**config.mk**
```make
export PLATFORM = sky130hd
export DESIGN_NAME = mibs80_key_sched
export DESIGN_NICKNAME = d
export VERILOG_FILES = /design/src/rtl/core/mibs80_pkg.sv /design/src/rtl/core/mibs80_key_sched.sv
export SDC_FILE = /design/constraint.sdc
export NUM_CORES = 1
export LEC_CHECK = 0
export BUFFER_PORTS_ARGS = -buffer_cell sky130_fd_sc_hd__buf_2
export CORE_AREA = 2 2 429 431
export DETAILED_ROUTE_END_ITERATION = 8
export DIE_AREA = 0 0 431 433
export SLEW_MARGIN = 25
export SYNTH_ARGS = -nofsm -noshare
export SYNTH_HDL_FRONTEND = slang
export SYNTH_SLANG_ARGS = --single-unit
```
**constraint.sdc**
```tcl
create_clock -name clk -period 61.4 [get_ports clk]
set_input_delay 9.21 -clock clk [delete_from_list [all_inputs] [get_ports clk]]
set_output_delay 9.21 -clock clk [all_outputs]
set_load 0.1 [all_outputs]
```
**src/rtl/core/mibs80_pkg.sv**
```systemverilog
package mibs80_pkg;

    localparam int BLOCK_W    = 64;
    localparam int HALF_W     = 32;
    localparam int KEY_W      = 80;
    localparam int KEY_HI_W   = 16;
    localparam int RK_W       = 32;
    localparam int RC_W       = 5;
    localparam int CFG_IDX_W  = 2;
    localparam int ROUNDS_DEF = 32;
    localparam int ROUNDS_MAX = 32;

    // Configuration register indexes.
    localparam logic [CFG_IDX_W-1:0] REG_KEY_LOW  = 2'd0;
    localparam logic [CFG_IDX_W-1:0] REG_KEY_HIGH = 2'd1;

    localparam logic [3:0] SBOX [16] = '{
        4'h4, 4'hF, 4'h3, 4'h8, 4'hD, 4'hA, 4'hC, 4'h0,
        4'hB, 4'h5, 4'h7, 4'hE, 4'h2, 4'h6, 4'h1, 4'h9
    };

    // One write on the configuration channel.
    typedef struct packed {
        logic                  en;
        logic [CFG_IDX_W-1:0]  idx;
        logic [BLOCK_W-1:0]    data;
    } cfg_wr_t;

    function automatic logic [3:0] sbox4(input logic [3:0] x);
        return SBOX[x];
    endfunction

    // Round function: key addition, S-box layer, nibble mix, nibble permutation.
    function automatic logic [HALF_W-1:0] feistel_f(input logic [HALF_W-1:0] x,
                                                    input logic [RK_W-1:0]   k);
        logic [HALF_W-1:0] s;
        logic [3:0]        n [8];
        logic [3:0]        m [8];
        s = x ^ k;
        for (int i = 0; i < 8; i++)
        begin
            n[i] = sbox4(s[HALF_W-1-4*i -: 4]);
        end
        m[0] = n[1] ^ n[2] ^ n[3] ^ n[4] ^ n[5] ^ n[6];
        m[1] = n[0] ^ n[2] ^ n[3] ^ n[5] ^ n[6] ^ n[7];
        m[2] = n[0] ^ n[1] ^ n[3] ^ n[4] ^ n[6] ^ n[7];
        m[3] = n[0] ^ n[1] ^ n[2] ^ n[4] ^ n[5] ^ n[7];
        m[4] = n[0] ^ n[1] ^ n[3] ^ n[4] ^ n[5];
        m[5] = n[0] ^ n[1] ^ n[2] ^ n[5] ^ n[6];
        m[6] = n[1] ^ n[2] ^ n[3] ^ n[6] ^ n[7];
        m[7] = n[0] ^ n[2] ^ n[3] ^ n[4] ^ n[7];
        return {m[2], m[0], m[3], m[6], m[7], m[4], m[5], m[1]};
    endfunction

    // One key schedule step: rotate right by 19, S-box the top byte, add the round number.
    function automatic logic [KEY_W-1:0] key_step(input logic [KEY_W-1:0] k,
                                                  input logic [RC_W-1:0]  rc);
        logic [KEY_W-1:0] t;
        t = {k[18:0], k[KEY_W-1:19]};
        t[79:76] = sbox4(t[79:76]);
        t[75:72] = sbox4(t[75:72]);
        t[18:14] = t[18:14] ^ rc;
        return t;
    endfunction

endpackage

```
**src/rtl/core/mibs80_key_sched.sv**
```systemverilog
module mibs80_key_sched #(
    parameter int ROUNDS = mibs80_pkg::ROUNDS_DEF
) (
    input  logic                                    clk,
    input  logic                                    rst_n,
    input  mibs80_pkg::cfg_wr_t                     cfg_wr,
    output logic [ROUNDS-1:0][mibs80_pkg::RK_W-1:0] round_key,
    output logic                                    keys_ready
);
    import mibs80_pkg::*;

    localparam int CW = $clog2(ROUNDS + 1);

    logic [BLOCK_W-1:0]           key_lo_reg, key_lo_next;
    logic [KEY_HI_W-1:0]          key_hi_reg, key_hi_next;
    logic [KEY_W-1:0]             work_reg, work_next;
    logic [CW-1:0]                cnt_reg, cnt_next;
    logic [ROUNDS-1:0][RK_W-1:0]  rk_reg, rk_next;
    logic [KEY_W-1:0]             stepped;
    logic [5:0]                   cnt6;
    logic                         key_write;

    assign cnt6    = 6'(cnt_reg);
    assign stepped = key_step(work_reg, cnt6[RC_W-1:0]);

    always_comb
    begin
        key_lo_next = key_lo_reg;
        key_hi_next = key_hi_reg;
        key_write   = 1'b0;
        if (cfg_wr.en)
        begin
            unique case (cfg_wr.idx)
                REG_KEY_LOW:
                begin
                    key_lo_next = cfg_wr.data;
                    key_write   = 1'b1;
                end
                REG_KEY_HIGH:
                begin
                    key_hi_next = cfg_wr.data[KEY_HI_W-1:0];
                    key_write   = 1'b1;
                end
                default:
                begin
                    key_write = 1'b0;
                end
            endcase
        end
    end

    // The expansion walks one round a cycle; new keys enter at the top and shift down,
    // so after ROUNDS steps entry 0 holds the first round key.
    always_comb
    begin
        work_next = work_reg;
        cnt_next  = cnt_reg;
        rk_next   = rk_reg;
        if (key_write)
        begin
            work_next = {key_hi_next, key_lo_next};
            cnt_next  = CW'(1);
        end
        else if (cnt_reg != '0)
        begin
            work_next = stepped;
            cnt_next  = (cnt_reg == CW'(ROUNDS)) ? '0 : cnt_reg + CW'(1);
            for (int i = 0; i < ROUNDS; i++)
            begin
                rk_next[i] = (i == ROUNDS - 1) ? stepped[KEY_W-1 -: RK_W]
                                               : rk_reg[(i + 1) % ROUNDS];
            end
        end
    end

    always_ff @(posedge clk or negedge rst_n)
    begin
        if (!rst_n)
        begin
            key_lo_reg <= '0;
            key_hi_reg <= '0;
            work_reg   <= '0;
            cnt_reg    <= CW'(1);
        end
        else
        begin
            key_lo_reg <= key_lo_next;
            key_hi_reg <= key_hi_next;
            work_reg   <= work_next;
            cnt_reg    <= cnt_next;
        end
    end

    always_ff @(posedge clk)
    begin
        rk_reg <= rk_next;
    end

    assign round_key  = rk_reg;
    assign keys_ready = (cnt_reg == '0);

endmodule

```
==> results of run 1 <==
[cells by family (layout without fill, tap and decap cells)]
group,Yosys count,count (layout),synth area share (%)
AND/OR/NAND/NOR,150,150,1.91
XOR/XNOR,10,10,0.225
flip-flops,1190,1190,89.8
buffers and inverters,73,1354,0.979
multiplexers,166,166,4.73
adder cells (fa/ha/maj),12,12,0.386
AO/OA/AOI/OAI,94,94,1.97
other,0,3,0
[cell type report]
cell class                      count  area (µm²)
Clock buffer                      144        3160
Tap cell                         2385        2980
Sequential cell                  1190       34900
Clock inverter                     81         926
Multi-Input combinational cell    432        3610
Fill cell                       18100      131000
Inverter                           13        48.8
Timing Repair Buffer             1116        5700
Antenna cell                        3        7.51
[path summary, 6_finish.rpt]
check | endpoint | slack (ns) | cells after the start
worst max-delay path | round_key[514]$_DFFE_PP_ | 48.21 | 8
worst min-delay path | round_key[331]$_DFFE_PP_ | 0.43 | 0
worst max register to register | round_key[514]$_DFFE_PP_ | 55.53 | 11
worst min register to register | round_key[331]$_DFFE_PP_ | 0.43 | 0
max in group asynchronous | work_reg[64]$_DFFE_PN0P_ | 51.56 | 3
min in group asynchronous | key_lo_reg[53]$_DFF_PN0_ | 8.55 | 1
[layer usage]
metal,wire length (µm),vias up
li1,-,9095
met2,67100,813
met5,80,-
met1,43200,11000
met4,6000,14
met3,8550,203
[cell usage in the layout (no fill, tap or decap), types with 12 or more instances in the layout]
cell / n
buf_2: 1091
edfxtp_1: 1024
dfrtp_1: 165
clkbuf_16: 122
nand3_1: 86
mux2_2: 80
mux2i_1: 80
o221ai_1: 50
nand2_1: 33
clkinv_1: 24
clkbuf_1: 20
o211ai_1: 19
clkinv_2: 19
buf_4: 19
bufinv_16: 17
inv_1: 12
ha_1: 12
[synthesized netlist by cell type, drive strengths merged]
| cell type | instances |
|---|---|
| nand3b | 1 |
| nor3 | 10 |
| buf | 32 |
| a21oi | 1 |
| a211oi | 5 |
| o22ai | 9 |
| xor2 | 9 |
| edfxtp | 1024 |
| a31o | 1 |
| or4b | 1 |
| xnor2 | 1 |
| or2 | 2 |
| dfrtp | 165 |
| nand2 | 33 |
| o21ai | 8 |
| o221ai | 50 |
| clkbuf | 28 |
| o211ai | 19 |
| or3b | 1 |
| mux4 | 6 |
| mux2i | 80 |
| nor2b | 1 |
| ha | 12 |
| nor2 | 13 |
| a311oi | 1 |
| dfstp | 1 |
| mux2 | 80 |
| nand3 | 86 |
| nand2b | 2 |
| inv | 13 |
[through the flow]
stage / setup slack (ns) / hold slack (ns) / instance area [µm²] / std cells / utilization (%)
global route: 48.02 / 0.440 / 51300 / 5362 / 28.2
CTS: 48.30 / 0.426 / 51300 / 5361 / 28.2
global placement: 47.61 / 0.424 / 47200 / 5135 / 25.9
finish: 48.21 / 0.426 / 51300 / 5364 / 28.2
detailed placement: 47.46 / 0.426 / 47200 / 5136 / 25.9
floorplan: 6.72 / 0.425 / 38900 / 1695 / -
==> flow_summary.ini, run 1 <==
[die]
start_util_pct = 21.3
io_pins = 1094
row_count = 157
die_h_um = 433
core_area_mm2 = 0.182
die_w_um = 431
die_area_mm2 = 0.187

[global_route]
grt_pass1_wl_um = 164000
grtUsageMet2_pct = 22.8
grt_max_degree = 156
grt_pass1_vias = 19900
grt_usage_pct = 12.5
top_usage_layer = met2
gr-total-overflow = 0
antenna_found_initial = 18
grt_use_met3_pct = 3.64
globalRouteMet1Util_pct = 13.1

[synth]
synth_top_area_share_pct = 79.1
synth_nets = 1776
synth_warnings = 0
ys_seq_elements = 1190
syn_avg_cell_area_um2 = 22.9
netlist-cell-type-count = 37
syn_inst = 1695
ys_top_cells_by_area = edfxtp_1, dfrtp_1, mux2_2
seq_area_frac_synth_pct = 89.8
yosys.area.top_type = edfxtp_1
syn_area_mm2 = 0.0389

[sta]
hold_viol = 0
fmax_mhz = 75.8
tns_ns = 0
final.period_utilization_pct = 21.5
relSlewSlack_pct = 29.7
skew_ns = 0.0277
slew_viol_final = 0
tightest_slew_ns = 1.06
post-route-min-period_ns = 13.19
setup_viol = 0
rsz0062_at_grt = no

[worst_setup_path]
slowest_stage = buf_4
path_buf_inv = 6
path_delay_family = buffers and inverters
end_kind = register
path_max_fanout = 155
r2r_start = cnt6[0]$_DFFE_PN1P_
crit_top_cell = buf_4
critPathMaxStageDelay_ns = 0.92
path_cells = buf_2, nor2b_2, buf_4, nor2_4, buf_4, buf_4, buf_12, buf_4
setup.worst_path.start = cfg_wr[66]
start_kind = input pin
crit_type = in2reg
worstPathArrival_ns = 13.54
cp.required_ns = 61.75

[finish]
largest_register_ffs = 1024
drive_gt1_share_pct = 47.2
fin_nets = 2955
area_growth_pct = 32.1

[clocking]
h-tree-depth = 3
ctsLongestPathBuffers = 3
clk_transition_reported_paths_ns = 0.06
cts_setup_buffers = 0
ctsHoldBuffers = 0
worstSkewPairLatency_ns = 0.74
cts_buffers = 121
cts_tree = built
root_buffer = clkbuf_16
cts.sinks = 1190
cts_resized = 0

[detailed_routing]
first_pass_iters = 5
drt_iter0_drc = 1563
num_vias = 21100
drt-wirelength-per-cell_um = 23.3
route.final.wire_length_um = 125000
drc = 0
vias_per_cell = 3.93
ant_nets = 0

[placed_design]
io_buffers = 1093
dpl.hpwl_um = 95700
gp_congestion = 0.879

[hold_path]
worstHoldStart = round_key[363]$_DFFE_PP_
holdCritPathClass = reg2reg

[status]
outcome = complete, no violations

[job]
maxCapViolCount = 0
Power of run 1 is not shown: default switching activity piles up to over one toggle a cycle in this logic, so the estimate is an artifact.
==> run 2: changes to the inputs <==
--- a/config.mk
+++ b/config.mk
@@ -5,10 +5,11 @@
 export SDC_FILE = /design/constraint.sdc
 export NUM_CORES = 1
 export LEC_CHECK = 0
+export ABC_AREA = 1
 export BUFFER_PORTS_ARGS = -buffer_cell sky130_fd_sc_hd__buf_2
-export CORE_AREA = 2 2 429 431
+export CORE_AREA = 2 2 431 433
 export DETAILED_ROUTE_END_ITERATION = 8
-export DIE_AREA = 0 0 431 433
+export DIE_AREA = 0 0 433 435
 export SLEW_MARGIN = 25
 export SYNTH_ARGS = -nofsm -noshare
 export SYNTH_HDL_FRONTEND = slang
==> constraint.sdc (replaced) <==
create_clock -name clk -period 12.7 [get_ports clk]
set_input_delay 1.905 -clock clk [delete_from_list [all_inputs] [get_ports clk]]
set_output_delay 1.905 -clock clk [all_outputs]
set_load 0.1 [all_outputs]
==> run 2 against run 1 <==
  * Clock skew up 0.0066 ns
  * Non-clock buffer count down 7
  * Global-route usage increased by 1.0 points
  * Synthesized cell count up 22%
  * First-iteration DRC count is 23% higher
  * Register-to-register slack got worse by 47 ns
  * Final cell count rose by 9.0%
==> flow_summary.ini, run 2 <==
[status]
outcome = complete, no violations

[synth]
synth_top_area_share_pct = 78.7
synth-edff-count = 1024
syn_inst = 2070
synth_common_cells = edfxtp_1, nand2_1, nand3_1
netlist-cell-type-count = 25
yosys.area.top_type = edfxtp_1
synth_warnings = 0
yosysMostFrequentCell = edfxtp_1
seq_area_frac_synth_pct = 89.3
syn_avg_cell_area_um2 = 18.9
ys_top_cells_by_area = edfxtp_1, dfrtp_1, nand3_1
ys.flop_type = edfxtp_1
synth_nets = 2151
ys_seq_elements = 1190
async_flop_share_pct = 13.9
syn_area_mm2 = 0.0391

[worst_setup_path]
path_delay_family = buffers and inverters
worstSetupPathDepth = 9
critPathMaxStageDelay_ns = 0.66
cp.required_ns = 13.12
path_cells = buf_2, inv_1, nand2_2, buf_4, nand2_1, inv_8, buf_12, buf_12, buf_16
crit_type = in2reg
end_kind = register
path_max_fanout = 159
worstPathArrival_ns = 5.57
ff2ff_path_depth = 8
path_buf_inv = 7
slowest_stage = buf_4
start_kind = input pin
crit_top_cell = buf_12

[detailed_routing]
drt_iter0_drc = 1924
drt-wirelength-per-cell_um = 22.7
ant_nets = 0
drc = 0
vias_per_cell = 3.88
route.final.wire_length_um = 133000
first_pass_iters = 5
num_vias = 22700

[job]
maxCapViolCount = 0

[clocking]
cts.sinks = 1190
clk_transition_reported_paths_ns = 0.06
ctsLongestPathBuffers = 3
cts_tree = built
root_buffer = clkbuf_16
cts_buffers = 133
worstSkewPairLatency_ns = 0.80
cts_resized = 0
cts_setup_buffers = 0
h-tree-depth = 4
ctsHoldBuffers = 0

[finish]
largest_register_ffs = 1024
layout.cells.most_common = buf_2
antennaDiodeCount = 0
mostFrequentLayoutCells = buf_2, edfxtp_1, nand2_1
area_growth_pct = 32.6
final_util_pct = 28.1
fin_nets = 3343
drive_gt1_share_pct = 38.8

[sta]
final.period_utilization_pct = 40.5
fmax_mhz = 194
slew_viol_final = 0
tns_ns = 0
rsz0062_at_grt = no
hold_viol = 0
post-route-min-period_ns = 5.15
skew_ns = 0.0343
tightest_slew_ns = 1.06
setup_viol = 0
relSlewSlack_pct = 29.4

[die]
row_count = 158
die_w_um = 433
die_h_um = 435
core_area_mm2 = 0.184
start_util_pct = 21.2
die_area_mm2 = 0.188
io_pins = 1094

[global_route]
grt_pass1_vias = 21900
grt_pass1_wl_um = 178000
grt_usage_pct = 13.5
grt_max_degree = 199
gr-total-overflow = 0
antenna_found_initial = 6

[hold_path]
worstHoldPathCells = 0
holdCritPathClass = reg2reg

[placed_design]
dpl.hpwl_um = 100000
gp_congestion = 0.916
io_buffers = 1093
## run 2: cell types whose count changed in the layout (fill, tap and decap cells not counted), moves of 16 or more
cell	delta
nand3_1	+156
and2_1	+64
mux2_2	-80
o221ai_1	-50
mux2i_1	-80
o211ai_1	-19
o21a_1	+16
nand2_1	+271
inv_1	+148
## run 2: kinds of logic (layout without fill, tap and decap cells)
group | Yosys count | after routing | share of synthesized area, %
AO/OA/AOI/OAI | 22 | 22 | 0.384
XOR/XNOR | 8 | 8 | 0.179
adder cells (fa/ha/maj) | 12 | 12 | 0.384
buffers and inverters | 215 | 1514 | 2.46
flip-flops | 1190 | 1190 | 89.3
AND/OR/NAND/NOR | 623 | 623 | 7.27
## run 2: metal layers
metal | track usage (%) | wire length [µm] | share of wire (%) | up-vias
li1 | - | - | - | 9860
met1 | 13.9 | 45200 | 34 | 11600
met2 | 25.2 | 71900 | 54 | 1033
met3 | 3.37 | 9340 | 7.0 | 213
met4 | 6.82 | 6180 | 4.7 | 0
met5 | 0 | 0 | 0 | -
## run 2: final timing paths
check / from / endpoint / slack, ns
worst max-delay path: cfg_wr[65] / round_key[328]$_DFFE_PP_ / 7.55
worst min-delay path: round_key[685]$_DFFE_PP_ / round_key[653]$_DFFE_PP_ / 0.42
worst max register to register: cnt6[0]$_DFFE_PN1P_ / round_key[328]$_DFFE_PP_ / 8.75
worst min register to register: round_key[685]$_DFFE_PP_ / round_key[653]$_DFFE_PP_ / 0.42
max in group asynchronous: rst_n / key_hi_reg[13]$_DFF_PN0_ / 10.16
min in group asynchronous: rst_n / key_lo_reg[22]$_DFF_PN0_ / 1.24
## run 2: worst reg2reg max path, cell delays in order, from the launching register on
cell,delay [ns]
dfstp_2,0.57
inv_1,0.07
ha_1,0.22
nand3_2,0.09
nand2_1,0.12
inv_8,0.57
buf_12,0.61
buf_12,0.69
buf_16,0.48
## run 2: final cells by class
class / instances / area (µm²)
Multi-Input combinational cell: 665 / 3210
Clock buffer: 175 / 3590
Sequential cell: 1190 / 34900
Clock inverter: 67 / 689
Inverter: 163 / 619
Fill cell: 18500 / 132000
Tap cell: 2480 / 3100
Timing Repair Buffer: 1109 / 5690
## run 2: stage by stage
step	setup slack, ns	hold WS, ns	instances	cell area, µm²
2_1_floorplan	3.22	0.448	2070	39100
3_3_place_gp	6.93	0.424	5605	47500
3_5_place_dp	6.91	0.426	5606	47500
4_1_cts	7.75	0.416	5848	51800
5_1_grt	7.41	0.434	5849	51800
6_report	7.55	0.422	5849	51800
Power of run 2 is left out for the same reason.
